### config.mk
export PLATFORM = sky130hd
export DESIGN_NAME = fir_cell
export DESIGN_NICKNAME = d
export VERILOG_FILES = /design/src/hw/rtl/fir_pkg.sv /design/src/hw/rtl/fir_cell.sv
export SDC_FILE = /design/constraint.sdc
export NUM_CORES = 1
export LEC_CHECK = 0
export ABC_CLOCK_PERIOD_IN_PS = 7500
export BUFFER_PORTS_ARGS = -buffer_cell sky130_fd_sc_hd__buf_2
export CAP_MARGIN = 20
export CORE_MARGIN = 5
export CORE_UTILIZATION = 47
export DETAILED_ROUTE_END_ITERATION = 16
export HOLD_SLACK_MARGIN = 0.03
export PLACE_DENSITY = 0.7
export REMOVE_ABC_BUFFERS = 1
export SYNTH_ARGS = -nofsm -noshare
export SYNTH_HDL_FRONTEND = slang
export SYNTH_SLANG_ARGS = --single-unit
export TNS_END_PERCENT = 20
### constraint.sdc
create_clock -name clk -period 7.5 [get_ports clk]
set_input_delay 1.5 -clock clk [delete_from_list [all_inputs] [get_ports clk]]
set_output_delay 1.5 -clock clk [all_outputs]
set_load 0.1 [all_outputs]
### src/hw/rtl/fir_pkg.sv
// fir_pkg: shared types and constants of the full convolution filter
// no dependencies; used by fir_cell and fir_full_convolution
package fir_pkg;

    localparam int SAMPLE_W = 16;
    localparam int PROD_W   = 32;
    localparam int ACC_W    = 40;
    localparam int CFG_W    = 5;
    localparam int INDEX_W  = 4;

    localparam logic OP_LOAD   = 1'b0;
    localparam logic OP_SAMPLE = 1'b1;

    typedef enum logic [1:0] {
        S_IDLE,
        S_WAIT
    } fir_state_t;

    // control broadcast from the sequencer to every cell
    typedef struct packed {
        logic shift;
        logic clear;
    } cell_ctrl_t;

endpackage

### src/hw/rtl/fir_cell.sv
// fir_cell: one tap of the filter, holding a delay entry and a coefficient
// depends on fir_pkg; instantiated in a row by fir_full_convolution
module fir_cell
    import fir_pkg::*;
(
    input  logic                        clk,
    input  logic                        rst_n,
    input  cell_ctrl_t                  ctrl,
    input  logic                        coef_we,
    input  logic signed [SAMPLE_W-1:0]  coef_in,
    input  logic                        active,
    input  logic signed [SAMPLE_W-1:0]  data_in,
    output logic signed [SAMPLE_W-1:0]  data_out,
    input  logic signed [ACC_W-1:0]     sum_in,
    output logic signed [ACC_W-1:0]     sum_out
);

    logic signed [SAMPLE_W-1:0] delay_reg;
    logic signed [SAMPLE_W-1:0] coef_reg;
    logic signed [PROD_W-1:0]   prod_reg;
    logic signed [ACC_W-1:0]    sum_reg;
    logic signed [ACC_W-1:0]    sum_next;

    always_ff @(posedge clk or negedge rst_n)
    begin
        if (!rst_n)
        begin
            delay_reg <= '0;
            coef_reg  <= '0;
        end
        else
        begin
            if (ctrl.clear)
            begin
                delay_reg <= '0;
            end
            else if (ctrl.shift)
            begin
                delay_reg <= data_in;
            end
            if (coef_we)
            begin
                coef_reg <= coef_in;
            end
        end
    end

    // inactive taps pass the partial sum unchanged
    always_comb
    begin
        if (active)
        begin
            sum_next = sum_in + ACC_W'(prod_reg);
        end
        else
        begin
            sum_next = sum_in;
        end
    end

    always_ff @(posedge clk)
    begin
        prod_reg <= PROD_W'(coef_reg) * PROD_W'(delay_reg);
        sum_reg  <= sum_next;
    end

    assign data_out = delay_reg;
    assign sum_out  = sum_reg;

endmodule

---- Yosys cells after proc, flatten, opt, wreduce, memory -nomap -nowiden ----
Cells that the tools add are included.
word-level totals
  register bits after elaboration ......... 104
  input bits .............................. 78
  output and inout bits ................... 56
  logic and storage cells ................. 10
cells by class
  add/sub/neg operators ................... 1
  multiply operators ...................... 1
  mux-type cells .......................... 3
  reductions and logical operators ........ 1
operators with widths
  cell                number
  $add A40 B32 Y40    1
  $mux W40            1
  $mul A16 B16 Y32    1
  $mux W16            2
  $reduce_bool A2 Y1  1

---- Logic depth before layout (Yosys ltp) ----
Gate-level depths: netlist of the first run.
  depth after elaboration ................. 2
  depth in mapped cells ................... 24
  mapped depth without buffers ............ 21

---- Worst setup path before layout of the first run ----
OpenSTA, ideal clock, no wires.
  path type ............................... register to register
  start point ............................. reg delay_reg[8] (netlist: data_out[8])
  end point ............................... reg prod_reg[24]
  library setup time ...................... 0.072 ns
  arrival time ............................ 6.476 ns
  required time ........................... 7.428 ns
  slack ................................... 0.952 ns
  stages on the path, launching flop included .. 23
  buffers on the path ..................... 2
  clock period less this slack ............ 6.548 ns
  path through ............................ dfrtp_1 -> clkbuf_1 -> clkbuf_1 -> nand2_1 -> fa_1 -> inv_1 -> fa_1 -> inv_1 -> fa_1 -> inv_1 -> fa_1 -> fa_1 -> inv_1 -> fa_1 -> inv_1 -> ha_1 -> nand4_1 -> or4_1 -> a31oi_1 -> o21bai_1 -> and2_1 -> o21bai_1 -> xor2_1
on the way
  cells in the longest elaborated chain, start to end .. 1
ends and longest elaborated chain
  what                    line            source
  from (decl)             fir_cell.sv:18  logic signed [SAMPLE_W-1:0] delay_reg;
  from (signal assigned)  fir_cell.sv:39  delay_reg <= data_in;
  $mul A16 B16 Y32        fir_cell.sv:63  prod_reg <= PROD_W'(coef_reg) * PROD_W'(delay_reg);
  to (signal assigned)    fir_cell.sv:63
  to (decl)               fir_cell.sv:20  logic signed [PROD_W-1:0] prod_reg;
Every way passes these cells.
A chain may end at the register's enable or synchronous reset.

---- Final worst setup path of the first run ----
  start point ............................. reg coef_reg[11]
  end point ............................... reg prod_reg[30]
on the way
  cells in the longest elaborated chain, start to end .. 1
ends and longest elaborated chain
  what                    line            source
  from (decl)             fir_cell.sv:19  logic signed [SAMPLE_W-1:0] coef_reg;
  from (signal assigned)  fir_cell.sv:43  coef_reg <= coef_in;
  $mul A16 B16 Y32        fir_cell.sv:63
Every way passes these cells.

==> impl_metrics.tcl, run 1 <==
set metrics [dict create \
    clk_latency_ps 370 \
    timing.critical_path.arrival_ps 6700 \
    wl_per_cell_um 16.4 \
    worst_max_slew_pin_slew_ps 1120 \
    row_count 65 \
    max_ffs_per_register 40 \
    initial_antenna_violation_count 0 \
    skew_ps 6.91 \
    core_um2 31700 \
    vias 11154 \
    maxSlewHeadroom 0.234 \
    route.detailed.drc 0 \
    p_total_mw 5.92 \
    grt_usage 0.203 \
    hold_path_class "flop to flop" \
    design.final.nets 2180 \
    worst-path-max-fanout 17 \
    initial_utilization 0.479 \
    setup_viol 0 \
    dp_slack_ps 1150 \
    synth-async-reset-ratio 0.308 \
    hpwl_mm 28.8 \
    synth_edf_count 0 \
    yosysUniqueCellTypes 67 \
    cts_sinks 104 \
    clk_pin_slew_worst_paths_ps 70 \
    antenna_diode_instance_count 0 \
    final_cells 2124 \
    final_layout_size_suffix_gt1_frac 0.116 \
    pwr-share-comb 0.769 \
    max_cap_viol_count 0 \
    reg_area_um2 2240 \
    fin_crit_ps 6400 \
    fin_tns_setup_ps 0 \
    maximum_number_of_pins_on_one_net_before_global_route_repair 51 \
    grt_first_pass_wirelength_mm 59.4 \
    setup_repair_after_global_routing_missed_its_margin "no" \
    grt_overflow 0 \
    synthToLayoutAreaGrowth_pct 7.94 \
    drt_pre_antenna_iters 5 \
    cp-start-kind "flop" \
    post-route-worst-setup-slack_ps 1100 \
    ctsRootBufferMaster "sky130_fd_sc_hd__clkbuf_16" \
    element_type_at_the_critical_path_end "flop" \
    final_area_um2 16400 \
    multiInputGateArea_um2 11600 \
    leakagePower_nw 8.37 \
    syn-mean-instance-area_um2 9.36 \
    placement.io_buffers 133 \
    intPower_mw 2.71 \
    cts_tree "built" \
    via_count_of_the_first_global_routing_pass 11828 \
    floorplan.die_area_um2 36000 \
    synth_area_um2 15200 \
    criticalPathCategory "flop to flop" \
    post-route-period-util 0.853 \
    pwr-share-seq 0.157 \
    predominant_post_synthesis_flop_cell "sky130_fd_sc_hd__dfxtp_1" \
    post-cts-setup-buffers 0 \
    synthCells 1624 \
    detail_route.wirelength_mm 34.8 \
    io_pins 134 \
    synth_seq_cells 104 \
    power_frac_clock 0.075 \
    fillCellCount 2915 \
    floorplan.die.height_um 190 \
    power_switching_share 0.543 \
    run_status "completed" \
    post_drt_via_cell_ratio 5.25 \
    areal_power_density_over_the_cells_nw_per_um2 361 \
    placed_instance_area_um2 16100 \
    timing.fmax_mhz 156 \
    hold_viol_final 0 \
    synth_sequential_area_ratio 0.148 \
    die_w_um 190 \
    cts_hold_buffers 0 \
    power.switching_mw 3.21 \
    antenna_left 0 \
    ctsLongestPathBuffers 2 \
    drt_iter0_markers 415 \
    post_cts.resized_instances 0 \
    inserted_clock_buffers 9 \
    place_congestion 0.891 \
    dpl.cell_count 2109 \
    number_of_pins_exceeding_their_max_slew_limit_in_the_final_report 0 \
    max-vdd-ir-drop_mv 0.258 \
    yosys_warnings 0 \
    clock_tree.htree_level_count 3 \
    cp_data_required_time_ps 7800 \
]
power by group through the flow:
stage | Combinational, mW | Clock, mW | Sequential, mW
detailed placement | 4.55 | 0 | 0.941
CTS | 4.58 | 0.460 | 0.928
global placement | 4.45 | 0 | 0.938
finish | 4.55 | 0.441 | 0.927
floorplan | 2.92 | 0 | 1.65
global route | 5.13 | 0.484 | 0.956
final timing paths:
check | slack (ps) | end | startpoint | cells past startpoint
min reg2reg | 570 | sum_out[0] | prod_reg[0] | 2
min in group asynchronous | 1180 | coef_reg[14] | rst_n | 1
max in group asynchronous | 5860 | data_out[6] | rst_n | 1
min | 570 | sum_out[0] | prod_reg[0] | 2
max reg2reg | 1100 | prod_reg[30] | coef_reg[11] | 19
max | 1100 | prod_reg[30] | coef_reg[11] | 19
cell usage after synthesis, types with 4 or more instances:
master                      instances  area share
sky130_fd_sc_hd__mux2i_1           17       0.011
sky130_fd_sc_hd__dfrtp_1           32       0.053
sky130_fd_sc_hd__nor3_1            11      0.0036
sky130_fd_sc_hd__o21a_1            10      0.0049
sky130_fd_sc_hd__xor2_1            16      0.0092
sky130_fd_sc_hd__a211oi_1          12      0.0059
sky130_fd_sc_hd__o31ai_1            8      0.0040
sky130_fd_sc_hd__nand3_1           16      0.0053
sky130_fd_sc_hd__clkbuf_1          39      0.0096
sky130_fd_sc_hd__a21oi_1           65       0.021
sky130_fd_sc_hd__o2111ai_1          7      0.0040
sky130_fd_sc_hd__mux2_2            39       0.029
sky130_fd_sc_hd__nor2_1            73       0.018
sky130_fd_sc_hd__o21bai_1          15      0.0074
sky130_fd_sc_hd__and3_1            10      0.0041
sky130_fd_sc_hd__xnor2_1           39       0.022
sky130_fd_sc_hd__or3_1              6      0.0025
sky130_fd_sc_hd__fa_1             263        0.35
sky130_fd_sc_hd__o211ai_1          11      0.0054
sky130_fd_sc_hd__o21ai_0           34       0.011
sky130_fd_sc_hd__nand2b_1           7      0.0029
sky130_fd_sc_hd__nand2_1          156       0.039
sky130_fd_sc_hd__buf_1              7      0.0017
sky130_fd_sc_hd__nor2b_1            6      0.0025
sky130_fd_sc_hd__a31oi_1            4      0.0016
sky130_fd_sc_hd__ha_1             121        0.10
sky130_fd_sc_hd__a21o_1            28       0.014
sky130_fd_sc_hd__inv_1            310       0.077
sky130_fd_sc_hd__and2_1           130       0.054
sky130_fd_sc_hd__or4_1              4      0.0020
sky130_fd_sc_hd__dfxtp_1           72       0.095
per-layer routing:
layer	vias to the layer above	routed length [um]	track usage
met2	353	15100	0.316
met1	5429	16600	0.291
met5	-	0	0
li1	5328	-	-
met3	44	2400	0.0413
met4	0	646	0.0556
worst max-delay path, cell delays in order (launching register included):
cell	delay, ps
sky130_fd_sc_hd__dfrtp_1	750
sky130_fd_sc_hd__nand2_1	160
sky130_fd_sc_hd__fa_1	540
sky130_fd_sc_hd__fa_1	510
sky130_fd_sc_hd__fa_1	510
sky130_fd_sc_hd__inv_1	50
sky130_fd_sc_hd__fa_1	490
sky130_fd_sc_hd__fa_1	490
sky130_fd_sc_hd__inv_1	50
sky130_fd_sc_hd__fa_1	470
sky130_fd_sc_hd__inv_1	40
sky130_fd_sc_hd__ha_1	360
sky130_fd_sc_hd__a21oi_1	210
sky130_fd_sc_hd__a21oi_1	80
sky130_fd_sc_hd__o21ai_0	300
sky130_fd_sc_hd__nand2_1	120
sky130_fd_sc_hd__o311ai_0	680
sky130_fd_sc_hd__a21oi_1	180
sky130_fd_sc_hd__o22ai_1	190
sky130_fd_sc_hd__xnor2_1	140
stage by stage:
stage,hold slack [ps],util
global route,624,0.517
finish,571,0.517
floorplan,543,-
global placement,553,0.509
CTS,576,0.517
detailed placement,559,0.509
placed cells by master (no fill, tap or decap), drive strengths merged, types with 7 or more instances in the layout:
cell type  count
o211ai        11
nor2          73
nand2b         7
dfxtp         72
dfrtp         32
ha           121
o2111ai        7
a211oi        13
o31ai          9
xnor2         39
xor2          16
nand3         16
a21oi         65
o21ai         34
nor3          11
o21bai        15
clkbuf        10
o21a          10
and2         132
fa           263
mux2i         17
inv          311
mux2          39
buf          134
and3          11
a21o          29
nand2        156
area by class of cell:
| class | count | share of cell area |
|---|---|---|
| Sequential cell | 104 | 0.137 |
| Tap cell | 402 | 0.0307 |
| Multi-Input combinational cell | 1159 | 0.705 |
| Clock buffer | 10 | 0.0140 |
| Clock inverter | 5 | 0.00198 |
| Timing Repair Buffer | 134 | 0.0410 |
| Inverter | 310 | 0.0709 |
cells by family after synthesis:
kind of cell,Yosys count,synth area share
compound gates,226,0.0999
xor+xnor,55,0.0317
fa+ha+maj,384,0.446
buf+inv,361,0.0918
flops,104,0.148
mux,56,0.0401
simple gates,438,0.143
(Power assumes the default switching activity.)
==> inputs of run 2 (changes only) <==
Settings changed: ABC_AREA set to 1.
==> run 2 against run 1 <==
- register-to-register slack gained 140 ps
- maximum frequency rose by 2.3%
- global-route usage grew 3.3 points
- synthesized cell count rose by 42%
- highest routed layer unchanged
- cell area rose by 9.7%
- setup slack improved by 140 ps
- total power rose by 6.8%
- critical path type unchanged
==> impl_metrics.tcl, run 2 <==
set metrics [dict create \
    min_delay_path_depth 3 \
    max_ffs_per_register 40 \
    hpwl_mm 37.8 \
    element_type_at_the_critical_path_end "flop" \
    regToRegSetupSlack_ps 1240 \
    antenna_left 0 \
    maximum_number_of_pins_on_one_net_before_global_route_repair 52 \
    synth_edf_count 0 \
    cts_tree "built" \
    pwr-share-seq 0.146 \
    synthCells 2298 \
    dp_slack_ps 1230 \
    design.final.nets 2827 \
    floorplan.die.height_um 199 \
    cp-start-kind "flop" \
    wl_per_cell_um 15.9 \
    syn-mean-instance-area_um2 7.29 \
    skew_ps 19.3 \
    clk_pin_slew_worst_paths_ps 100 \
    grt_usage 0.236 \
    criticalPathCategory "flop to flop" \
    drt_pre_antenna_iters 6 \
    clk_latency_ps 390 \
    synth_area_um2 16800 \
    timing.critical_path.depth 18 \
    synth_seq_cells 104 \
    pwr-share-comb 0.775 \
    placed_instance_area_um2 17700 \
    post-cts-setup-buffers 0 \
    final_layout_size_suffix_gt1_frac 0.0840 \
    leakagePower_nw 10.6 \
    synthToLayoutAreaGrowth_pct 7.42 \
    post_cts.resized_instances 0 \
    post-route-period-util 0.834 \
    post-route-worst-setup-slack_ps 1240 \
    hold_path_class "flop to flop" \
    setup_repair_after_global_routing_missed_its_margin "no" \
    grt_first_pass_wirelength_mm 74.6 \
    multiInputGateArea_um2 12000 \
    placement.io_buffers 133 \
    power_frac_clock 0.079 \
    io_pins 134 \
    initial_utilization 0.473 \
    detail_route.wirelength_mm 44.9 \
    timing.critical_path.arrival_ps 6570 \
    max_cap_viol_count 0 \
    cp_data_required_time_ps 7810 \
    power.switching_mw 3.77 \
    hold_viol_final 0 \
    ctsLongestPathBuffers 2 \
    synth-async-reset-ratio 0.308 \
    floorplan.die_area_um2 39500 \
    final_cells 2831 \
    die_w_um 199 \
    power_switching_share 0.597 \
    cts_hold_buffers 0 \
    ff2ff_path_depth 18 \
    predominant_post_synthesis_flop_cell "sky130_fd_sc_hd__dfxtp_1" \
    inserted_clock_buffers 9 \
    dpl.cell_count 2815 \
    run_status "completed" \
    via_count_of_the_first_global_routing_pass 14865 \
    worst_path_largest_cell_delay_ps 840 \
    yosysUniqueCellTypes 42 \
    antenna_diode_instance_count 0 \
    cts_sinks 104 \
    row_count 69 \
    cp_cell_sequence "nand2_1 > inv_1 > fa_1 > fa_1 > fa_1 > fa_1 > fa_1 > inv_1 > fa_1 > inv_1 > ha_1 > nand2_1 > o21ai_0 > nand2_1 > o211ai_1 > a21oi_1 > nand2_1 > xor2_1" \
    drt_iter0_markers 956 \
    fin_crit_ps 6260 \
    setup_viol 0 \
    mostFrequentLayoutCell "sky130_fd_sc_hd__nand2_1" \
    critical_path.n_buffers_inverters 3 \
    vias 14062 \
    number_of_pins_exceeding_their_max_slew_limit_in_the_final_report 0 \
    route.detailed.drc 0 \
    synth_sequential_area_ratio 0.134 \
    grt_overflow 0 \
    final_area_um2 18000 \
    yosys_warnings 0 \
    cp_top_family "adder cells" \
    most-common-layout-cells "685 x sky130_fd_sc_hd__nand2_1, 575 x sky130_fd_sc_hd__inv_1, 263 x sky130_fd_sc_hd__fa_1" \
    initial_antenna_violation_count 0 \
    worst_max_slew_pin_slew_ps 859 \
    netlist.top_cell.by_area "sky130_fd_sc_hd__fa_1" \
    cpMostUsedCell "sky130_fd_sc_hd__fa_1" \
    place_congestion 0.983 \
    reg_area_um2 2240 \
    worst-path-max-fanout 18 \
    ys_top_cells_by_area "sky130_fd_sc_hd__fa_1 31%, sky130_fd_sc_hd__nand2_1 15%, sky130_fd_sc_hd__inv_1 13%, sky130_fd_sc_hd__ha_1 9.0%, sky130_fd_sc_hd__dfxtp_1 8.6%" \
    synth.top_cell.area_share 0.314 \
    core_um2 35400 \
    ctsRootBufferMaster "sky130_fd_sc_hd__clkbuf_16" \
    timing.fmax_mhz 160 \
    synth.top_cells.by_count "685 x sky130_fd_sc_hd__nand2_1, 575 x sky130_fd_sc_hd__inv_1, 263 x sky130_fd_sc_hd__fa_1" \
    areal_power_density_over_the_cells_nw_per_um2 351 \
    post-synth-top-count-cell "sky130_fd_sc_hd__nand2_1" \
    maxSlewHeadroom 0.427 \
    max-vdd-ir-drop_mv 0.385 \
    post_drt_via_cell_ratio 4.97 \
    clock_tree.htree_level_count 3 \
    intPower_mw 2.55 \
    fillCellCount 3569 \
    fin_tns_setup_ps 0 \
    library_cell_contributing_the_largest_single_delay_on_the_critical_path "sky130_fd_sc_hd__fa_1" \
]
## run 2: stage by stage
stage	total power, mW	utilization	hold WS, ps
global route	6.99	0.508	590
finish	6.32	0.508	562
detailed placement	5.84	0.500	537
global placement	5.79	0.500	544
floorplan	4.62	-	513
CTS	6.36	0.508	560
## run 2: power by group through the flow
| stage | registers [mW] | clock network, mW | logic (mW) |
|---|---|---|---|
| after floorplan | 1.54 | 0 | 3.07 |
| after global placement | 0.934 | 0 | 4.85 |
| after detailed placement | 0.936 | 0 | 4.90 |
| after CTS | 0.923 | 0.511 | 4.93 |
| after global routing | 0.940 | 0.530 | 5.52 |
| final | 0.924 | 0.500 | 4.90 |
## run 2: path summary, 6_finish.rpt
kind | start | to
min | prod_reg[0] | sum_out[0]
min reg2reg | prod_reg[0] | sum_out[0]
max reg2reg | data_out[2] | prod_reg[29]
min in group asynchronous | rst_n | coef_reg[0]
max in group asynchronous | rst_n | data_out[11]
max | data_out[2] | prod_reg[29]
## run 2: worst min-delay path: cells and delay by family (launching register included)
family        cells  cell delay, ps
flops             1             320
fa+ha+maj         1             120
simple gates      2             100
## run 2: cell families (layout without fill, tap and decap cells)
| logic type | after synthesis | count (layout) | share of synthesized area |
|---|---|---|---|
| adders and majority gates | 384 | 384 | 0.405 |
| AOI/OAI and AO/OA | 141 | 141 | 0.0477 |
| DFF | 104 | 104 | 0.134 |
| and+or+nand+nor | 955 | 955 | 0.233 |
| muxes | 13 | 13 | 0.00874 |
| buffers and inverters | 654 | 726 | 0.147 |
| xor gates and xnor gates | 47 | 47 | 0.0246 |
## run 2: metal layers
layer	global-route usage	vias up	part of all wire
met3	0.0301	79	0.059
met5	0	-	0
met4	0.0653	0	0.024
li1	-	6859	-
met2	0.411	464	0.49
met1	0.312	6660	0.43
## run 2: area by class of cell
class | count | area share
Multi-Input combinational cell | 1540 | 0.669
Tap cell | 461 | 0.0320
Clock inverter | 7 | 0.00403
Sequential cell | 104 | 0.125
Timing Repair Buffer | 134 | 0.0374
Inverter | 576 | 0.120
Clock buffer | 9 | 0.0125
==> inputs of run 3 (changes only) <==
Settings changed: ABC_AREA 1 to 0, ABC_CLOCK_PERIOD_IN_PS 7500 to 6500.
Clock period 7.5 ns to 6.5 ns, I/O delays scaled along.
==> run 3 against run 2 <==
- via count shrank 20%
- highest routed layer unchanged
- sequential share of layout area grew 1.1 points
- critical endpoint is now prod_reg[25]
- critical path depth grew 1
- total power grew 8.5%
- cell area shrank 7.8%
- first-iteration DRC count shrank 47%
- global-route usage shrank 3.6 points
- routed wire length shrank 23%
- maximum frequency grew 2.1%
==> impl_metrics.tcl, run 3 (same netlist as run 1, synthesis figures left out) <==
set metrics [dict create \
    run_status "completed" \
    worst_max_slew_pin_slew_ps 835 \
    maximum_number_of_pins_on_one_net_before_global_route_repair 51 \
    grt_usage 0.200 \
    synthToLayoutAreaGrowth_pct 9.17 \
    regToRegSetupSlack_ps 370 \
    cp_data_required_time_ps 6760 \
    max_cap_viol_count 0 \
    hold_ws_ps 588 \
    floorplan.die.height_um 190 \
    ff2ff_path_depth 19 \
    design.final.nets 2200 \
    areal_power_density_over_the_cells_nw_per_um2 414 \
    drt_pre_antenna_iters 5 \
    post_cts.resized_instances 0 \
    leakagePower_nw 8.47 \
    mostFrequentLayoutCell "sky130_fd_sc_hd__inv_1" \
    dp_slack_ps 251 \
    number_of_pins_exceeding_their_max_slew_limit_in_the_final_report 0 \
    clk_latency_ps 370 \
    fin_crit_ps 6130 \
    initial_antenna_violation_count 0 \
    cts_tree "built" \
    initial_utilization 0.479 \
    rr_startpoint "coef_reg[4]" \
    hold_viol_final 0 \
    cts_hold_buffers 0 \
    row_count 65 \
    post_drt_via_cell_ratio 5.23 \
    worst-path-max-fanout 17 \
    cp-startpoint "coef_reg[4]" \
    route.detailed.drc 0 \
    post-route-period-util 0.943 \
    hp-start "prod_reg[0]" \
    antenna_left 0 \
    setup_repair_after_global_routing_missed_its_margin "no" \
    place_congestion 0.920 \
    power_switching_share 0.541 \
    timing.critical_path.depth 19 \
    floorplan.die_area_um2 36000 \
    ctsLongestPathBuffers 2 \
    fin_tns_setup_ps 0 \
    inserted_clock_buffers 9 \
    power_frac_clock 0.078 \
    placed_instance_area_um2 16300 \
    via_count_of_the_first_global_routing_pass 11911 \
    library_cell_contributing_the_largest_single_delay_on_the_critical_path "sky130_fd_sc_hd__dfrtp_1" \
    power.switching_mw 3.71 \
    intPower_mw 3.15 \
    pwr-share-seq 0.153 \
    detail_route.wirelength_mm 34.5 \
    setup_viol 0 \
    antenna_diode_instance_count 0 \
    cp-start-kind "flop" \
    wl_per_cell_um 16.1 \
    criticalPathCategory "flop to flop" \
    die_w_um 190 \
    io_pins 134 \
    critical_path.endpoint "prod_reg[25]" \
    post-cts-setup-buffers 0 \
    grt_overflow 0 \
    core_um2 31700 \
    vias 11226 \
    clk_pin_slew_worst_paths_ps 70 \
    hpwl_mm 28.9 \
    pwr-share-comb 0.769 \
    max-vdd-ir-drop_mv 0.272 \
    cpMostUsedCell "sky130_fd_sc_hd__fa_1" \
    final_area_um2 16600 \
    critical_path.n_buffers_inverters 3 \
    maxSlewHeadroom 0.429 \
    drt_iter0_markers 502 \
    timing.fmax_mhz 163 \
    placement.io_buffers 133 \
    ctsRootBufferMaster "sky130_fd_sc_hd__clkbuf_16" \
    cts_sinks 104 \
    cp_top_family "adder cells" \
    skew_ps 9.65 \
    cp_cell_sequence "nand2_1 > fa_1 > inv_1 > fa_1 > fa_1 > fa_1 > fa_1 > inv_1 > fa_1 > inv_1 > ha_1 > a21o_1 > a21o_1 > a21o_1 > a2bb2oi_1 > nand2_1 > a21boi_0 > o21ai_0 > xor2_1" \
    worst_path_largest_cell_delay_ps 810 \
    most-common-layout-cells "310 x sky130_fd_sc_hd__inv_1, 263 x sky130_fd_sc_hd__fa_1, 156 x sky130_fd_sc_hd__nand2_1" \
    element_type_at_the_critical_path_end "flop" \
    grt_first_pass_wirelength_mm 59.0 \
    final_layout_size_suffix_gt1_frac 0.132 \
    max_ffs_per_register 40 \
    timing.critical_path.arrival_ps 6390 \
    post-route-worst-setup-slack_ps 371 \
    hold_path_class "flop to flop" \
    crit-reg2reg-capture "prod_reg[25]" \
    clock_tree.htree_level_count 3 \
]
-- run 3: layout make-up --
type	instances	area (um2)
clock buffers	10	239
clock inverters	6	41.3
fillers	2911	15100
inverters	310	1160
multi-input cells	1159	11600
flip-flops and latches	104	2250
well taps	402	503
repair buffers	154	823
-- run 3: worst reg2reg max path, delay by kind of cell, from the launching register on --
kind                     cells  cell delay (ps)
AO/OA/AOI/OAI                6             1250
AND/OR/NAND/NOR              2              330
buffers and inverters        3              160
XOR/XNOR                     1              160
adder cells (fa/ha/maj)      7             3320
flip-flops                   1              810
-- run 3: worst min-delay path by stage --
stage | end | cells past startpoint
final | sum_out[0] | 2
after CTS | sum_out[0] | 2
after detailed placement | sum_out[0] | 2
after global placement | sum_out[0] | 2
after global routing | sum_out[0] | 2
after floorplan | sum_out[0] | 2
-- run 3: per-layer routing --
layer  vias up  part of all wire  track usage
met1      5458              0.47        0.286
met4         0             0.018       0.0526
met3        40             0.070       0.0371
met2       350              0.44        0.317
li1       5378                 -            -
met5         -                 0            0
-- run 3: power by group through the flow --
stage                     registers [mW]  clock network [mW]  logic [mW]
final                               1.05               0.532        5.28
after global routing                1.09               0.581        5.94
after CTS                           1.05               0.555        5.29
after detailed placement            1.07                   0        5.25
after global placement              1.07                   0        5.14
after floorplan                     1.90                   0        3.37
-- run 3: metrics by stage --
| step | power, mW | utilization | std cells |
|---|---|---|---|
| floorplan | 5.27 | - | 1573 |
| global placement | 6.20 | 0.514 | 2129 |
| detailed placement | 6.32 | 0.514 | 2129 |
| CTS | 6.89 | 0.522 | 2145 |
| global route | 7.60 | 0.523 | 2145 |
| finish | 6.86 | 0.523 | 2145 |
